File: config.mk
export PLATFORM = sky130hd
export DESIGN_NAME = mlptw_ctrl
export DESIGN_NICKNAME = d
export VERILOG_FILES = /design/src/design/mlptw_pkg.sv /design/src/design/mlptw_ctrl.sv
export SDC_FILE = /design/constraint.sdc
export NUM_CORES = 1
export LEC_CHECK = 0
export BUFFER_PORTS_ARGS = -buffer_cell sky130_fd_sc_hd__buf_2
export CORE_AREA = 2 2 39 41
export DETAILED_ROUTE_END_ITERATION = 10
export DIE_AREA = 0 0 41 43
export GPL_ROUTABILITY_DRIVEN = 0
export PLACE_DENSITY_LB_ADDON = 0.1
export SLEW_MARGIN = 15
export SYNTH_ARGS = -nofsm -noshare
export SYNTH_HDL_FRONTEND = slang
export SYNTH_SLANG_ARGS = --single-unit
File: constraint.sdc
create_clock -name clk -period 1.5 [get_ports clk]
set_input_delay 0.15 -clock clk [delete_from_list [all_inputs] [get_ports clk]]
set_output_delay 0.15 -clock clk [all_outputs]
set_load 0.02 [all_outputs]
File: src/design/mlptw_pkg.sv
// Package for the multilevel page table walker.
// Holds default parameter values, command and status codes, and the
// control and status structs shared by the controller and the datapath.
package mlptw_pkg;

  localparam int OFFSET_BITS_DEF = 12;
  localparam int WALK_LEVELS_DEF = 4;
  localparam int NUM_FRAMES_DEF  = 64;

  localparam int VA_W = 64;
  localparam int PA_W = 18;

  localparam logic CMD_TRANSLATE = 1'b0;
  localparam logic CMD_ALLOCATE  = 1'b1;

  typedef enum logic [1:0] {
    ST_OK      = 2'd0,
    ST_FAULT   = 2'd1,
    ST_NOFRAME = 2'd2
  } status_t;

  typedef struct packed {
    logic    clear_step;
    logic    load;
    logic    root_take;
    logic    walk_start;
    logic    mem_read;
    logic    walk_step;
    logic    out_load;
    status_t out_status;
  } ctl_cmd_t;

  typedef struct packed {
    logic clear_done;
    logic alloc;
    logic out_of_range;
    logic root_valid;
    logic frames_left;
    logic entry_valid;
    logic last_level;
    logic out_busy;
  } dp_stat_t;

endpackage

File: src/design/mlptw_ctrl.sv
// Controller state machine of the page table walker: clearing pass, root
// check, per-level read and evaluate steps, result hand-off. Uses mlptw_pkg.
module mlptw_ctrl import mlptw_pkg::*; (
  input  logic     clk,
  input  logic     rst_n,
  input  logic     in_valid,
  output logic     in_ready,
  input  dp_stat_t stat,
  output ctl_cmd_t cmd
);

  typedef enum logic [2:0] {
    S_CLEAR,
    S_IDLE,
    S_ROOT,
    S_READ,
    S_EVAL,
    S_DONE
  } state_t;

  state_t  state_r;
  state_t  state_nxt;
  status_t status_r;
  status_t status_nxt;

  always_comb begin
    cmd            = '0;
    cmd.out_status = status_r;
    state_nxt      = state_r;
    status_nxt     = status_r;
    in_ready       = (state_r == S_IDLE);
    case (state_r)
      S_CLEAR: begin
        cmd.clear_step = 1'b1;
        if (stat.clear_done) begin
          state_nxt = S_IDLE;
        end
      end
      S_IDLE: begin
        if (in_valid) begin
          cmd.load   = 1'b1;
          status_nxt = ST_OK;
          state_nxt  = S_ROOT;
        end
      end
      S_ROOT: begin
        if (stat.out_of_range) begin
          status_nxt = ST_FAULT;
          state_nxt  = S_DONE;
        end else if (stat.root_valid) begin
          cmd.walk_start = 1'b1;
          state_nxt      = S_READ;
        end else if (!stat.alloc) begin
          status_nxt = ST_FAULT;
          state_nxt  = S_DONE;
        end else if (!stat.frames_left) begin
          status_nxt = ST_NOFRAME;
          state_nxt  = S_DONE;
        end else begin
          cmd.root_take  = 1'b1;
          cmd.walk_start = 1'b1;
          state_nxt      = S_READ;
        end
      end
      S_READ: begin
        cmd.mem_read = 1'b1;
        state_nxt    = S_EVAL;
      end
      S_EVAL: begin
        if (stat.entry_valid || (stat.alloc && stat.frames_left)) begin
          cmd.walk_step = 1'b1;
          state_nxt     = stat.last_level ? S_DONE : S_READ;
        end else if (!stat.alloc) begin
          status_nxt = ST_FAULT;
          state_nxt  = S_DONE;
        end else begin
          status_nxt = ST_NOFRAME;
          state_nxt  = S_DONE;
        end
      end
      S_DONE: begin
        if (!stat.out_busy) begin
          cmd.out_load = 1'b1;
          state_nxt    = S_IDLE;
        end
      end
      default: begin
        state_nxt = S_IDLE;
      end
    endcase
  end

  always_ff @(posedge clk) begin
    if (!rst_n) begin
      state_r  <= S_CLEAR;
      status_r <= ST_OK;
    end else begin
      state_r  <= state_nxt;
      status_r <= status_nxt;
    end
  end

endmodule

== Yosys cells after proc, flatten, opt, wreduce, memory -nomap -nowiden ==
Index checks and enable logic that the tools add are counted.

* Output and inout bits: 10
* Flip-flop bits (word level): 5

* Equality and inequality tests: 11
* Reductions and logical operators: 6
* Muxes and demuxes: 32

{| class="wikitable"
|+ Operators by type and width
! cell !! count
|-
| 3-bit 2-to-1 mux || 9
|-
| 2-bit 2-to-1 mux || 11
|-
| 3-bit case mux with 6 select lines || 1
|-
| 1-bit 2-to-1 mux || 10
|-
| 2-bit inequality test, second input constant || 4
|-
| 3-bit by 2-bit equality test with 1-bit output, second input constant || 2
|-
| 3-bit equality test, second input constant || 2
|-
| 2-bit case mux with 3 select lines || 1
|-
| 5-bit AND reduction || 1
|-
| 4-bit inequality test, second input constant || 1
|-
| 3-bit by 1-bit equality test with 1-bit output, second input constant || 1
|-
| 3-bit logical NOT || 1
|-
| 3-bit inequality test, second input constant || 1
|-
| 3-bit AND reduction || 1
|-
| 3-bit nonzero test || 1
|-
| 1-bit logical AND || 1
|-
| 1-bit logical OR || 1
|}

== Longest topological paths before layout ==
* Depth in word-level cells: 5
* Depth in mapped cells: 5
* Gate-level depth less buffers: 4

== Least setup slack after synthesis ==
OpenSTA, ideal clock, no wires.

* Path type: register to output
* Start point: register state_r[0]
* End point: output cmd[6] in the netlist's numbering
* Slack: -0.029 ns
* Path buffers: 2
* Data arrival time: 1.379 ns
* Stages on the path, launching flop included: 4
* Path through: dfxtp_1 buf_2 buf_2 nor4b_1

{| class="wikitable"
|+ RTL lines
! what !! RTL line !! text
|-
| start: declaration || mlptw_ctrl.sv:21 || <nowiki>state_t state_r;</nowiki>
|-
| start signal: assignment || mlptw_ctrl.sv:98 || <nowiki>state_r <= state_nxt;</nowiki>
|-
| end: declaration || mlptw_ctrl.sv:9 || <nowiki>output ctl_cmd_t cmd</nowiki>
|}

==> flow_metrics.tcl <==
set metrics [dict create \
    area_growth_pct 33.1 \
    clockRootBuffer "clkbuf_4" \
    grt_max_degree 13 \
    synth_common_cells "nand2_1, dfxtp_1, nor3_1" \
    instances_no_fill 95 \
    outcome "finished, final reports clean" \
    min_to "state_r[1]" \
    ys_seq_area_frac 0.221 \
    io_buffers 20 \
    critical_path_required_ns 1.35 \
    syn_area_sq_um 453 \
    ys.flop_type "dfxtp_1" \
    synth_enable_flop_cells 0 \
    r2r_slack_ns 0.23 \
    hold-path-cell-count 2 \
    p_per_area_nw_per_um2 687 \
    grt_util_met2 0.209 \
    finalSetupViolations 0 \
    grt_overflow_total 0 \
    dpl.cell_count 91 \
    max-slew-margin-rel 0.830 \
    num_antenna_cells 0 \
    timing.rr.start "state_r[2]" \
    wl_per_cell_um 11.0 \
    use_met3 0.0314 \
    power_w 0.000414 \
    ant_nets 0 \
    clk_latency_ns 0.24 \
    synth_cells 56 \
    maxSlewViolCount 0 \
    finish.instance_area_sq_um 603 \
    rsz0062_at_grt "false" \
    fin_setup_tns_ns 0 \
    dp_hpwl_um 827 \
    tightest_slew_ns 0.255 \
    synth.largest_area_cell "dfxtp_1" \
    cap_violations 0 \
    grt_pass1_vias 432 \
    cp.arrival_ns 1.28 \
    min_from "rst_n" \
    die_y_um 43 \
    ir_drop_mv 0.384 \
    path_class "reg2out" \
    cts_tree "done" \
    reg2reg_depth 5 \
    dr.first_iter.drc_count 3 \
    cts.sinks 5 \
    clk_path_buf_depth 2 \
    grt_use_total 0.144 \
    initial_core_util 0.327 \
    p_leak_nw 0.271 \
    postPlaceCellArea_sq_um 569 \
    hold_violations 0 \
    core_area_sq_um 1380 \
    yosysWarnings 0 \
    cts_resized 0 \
    synth.most_common_cell "nand2_1" \
    totalWireLength_um 1050 \
    timing.hold.ws_ns 0.179 \
    clk_pin_slew_ns 0.04 \
    antenna_found_initial 0 \
    top_usage_layer "met2" \
    first_pass_iters 2 \
    grtUsageMet1 0.187 \
    ys_seq_elements 5 \
    max_freq_mhz 700 \
    htree_levels 1 \
    fp.dieArea_sq_um 1760 \
    boundaryPins 21 \
    die_w_um 41 \
    drive_above_1_share 0.468 \
    synth_top_area_frac 0.221 \
    synth_area_leaders "dfxtp_1, nor3_1, nor3b_2, nor4bb_4, buf_6" \
    cp-end-kind "output pin" \
    cp_max_fo 7 \
    period_share 0.953 \
    cts_setup_buffers 0 \
    holdBufCountCts 0 \
    viasPerCell 4.89 \
    final.setup_skew_ns 0.000393 \
    synthArstFlopShare 0 \
    drc 0 \
    grt_pass1_wl_um 1710 \
    via_count 465 \
    yosysUniqueCellTypes 30 \
    avgSynthCellArea_sq_um 8.09 \
    num_rows 14 \
    r2r-end "status_r[0]" \
    start_kind "register" \
    final_nets 91 \
    post-route-min-period_ns 1.43 \
    min_path_type "in2reg" \
    cts_made_buffers 3 \
    syn-num-nets 67 \
]
-- cell usage in the layout (no fill, tap or decap), types with 2 or more instances in the layout --
| cell type | instances |
|---|---|
| dfxtp_2 | 2 |
| buf_4 | 4 |
| o21ai_0 | 3 |
| nand2b_1 | 2 |
| buf_2 | 19 |
| nand2_1 | 6 |
| nor3b_2 | 2 |
| a21oi_2 | 2 |
| nor2_1 | 2 |
| clkbuf_4 | 3 |
| dfxtp_1 | 3 |
| a21oi_1 | 3 |
| or3_1 | 2 |
| mux2i_1 | 2 |
| nor3_1 | 5 |
-- through the flow --
stage	setup slack [ns]	utilization
5_1_grt	0.00114	0.436
3_5_place_dp	0.212	0.411
4_1_cts	0.0169	0.430
3_3_place_gp	0.192	0.411
2_1_floorplan	0.0247	-
6_report	0.0705	0.436
-- cell families (layout without fill, tap and decap cells) --
logic type | Yosys count | count (layout) | synth area share
buffers and inverters | 5 | 28 | 0.0801
DFF | 5 | 5 | 0.221
xor gates and xnor gates | 1 | 1 | 0.0193
AOI/OAI and AO/OA | 16 | 16 | 0.243
and+or+nand+nor | 27 | 27 | 0.392
muxes | 2 | 2 | 0.0442
-- flip-flops by register name, summed over array words and instances, names as in the netlist --
register,count
state_r,3
status_r,2
-- worst max-delay path by stage --
stage	start	endpoint	slack [ns]	depth (start not counted)
global placement	state_r[1]	state_r[1]	0.19	4
CTS	state_r[1]	cmd[6]	0.02	4
finish	state_r[2]	cmd[7]	0.07	3
detailed placement	state_r[1]	state_r[1]	0.21	4
global route	state_r[2]	cmd[6]	0.001	4
floorplan	state_r[0]	cmd[5]	0.02	3
-- routing by layer --
metal | wire length (um) | vias up | share of wire
met1 | 506 | 200 | 0.48
met4 | 0 | 0 | 0
met5 | 0 | - | 0
met2 | 498 | 8 | 0.47
met3 | 44 | 0 | 0.042
li1 | - | 257 | -
-- layout make-up --
type / count / area, sq um
Inverter: 1 / 3.75
Clock buffer: 4 / 26.3
Tap cell: 16 / 20.0
Sequential cell: 5 / 103
Fill cell: 150 / 781
Multi-Input combinational cell: 46 / 325
Timing Repair Buffer: 23 / 125
-- power by group --
part | switching, W | leakage (nW) | internal [W]
Sequential | 0.00000734 | 0.0413 | 0.000139
Clock | 0.0000525 | 0.0150 | 0.000100
Combinational | 0.0000637 | 0.215 | 0.0000517
-- worst max-delay path: stages, from the launching register on --
cell,delay (ns)
dfxtp_1,0.34
buf_4,0.18
nor4bb_4,0.32
buf_4,0.20
Note: power is estimated with default switching activity, not from simulation.
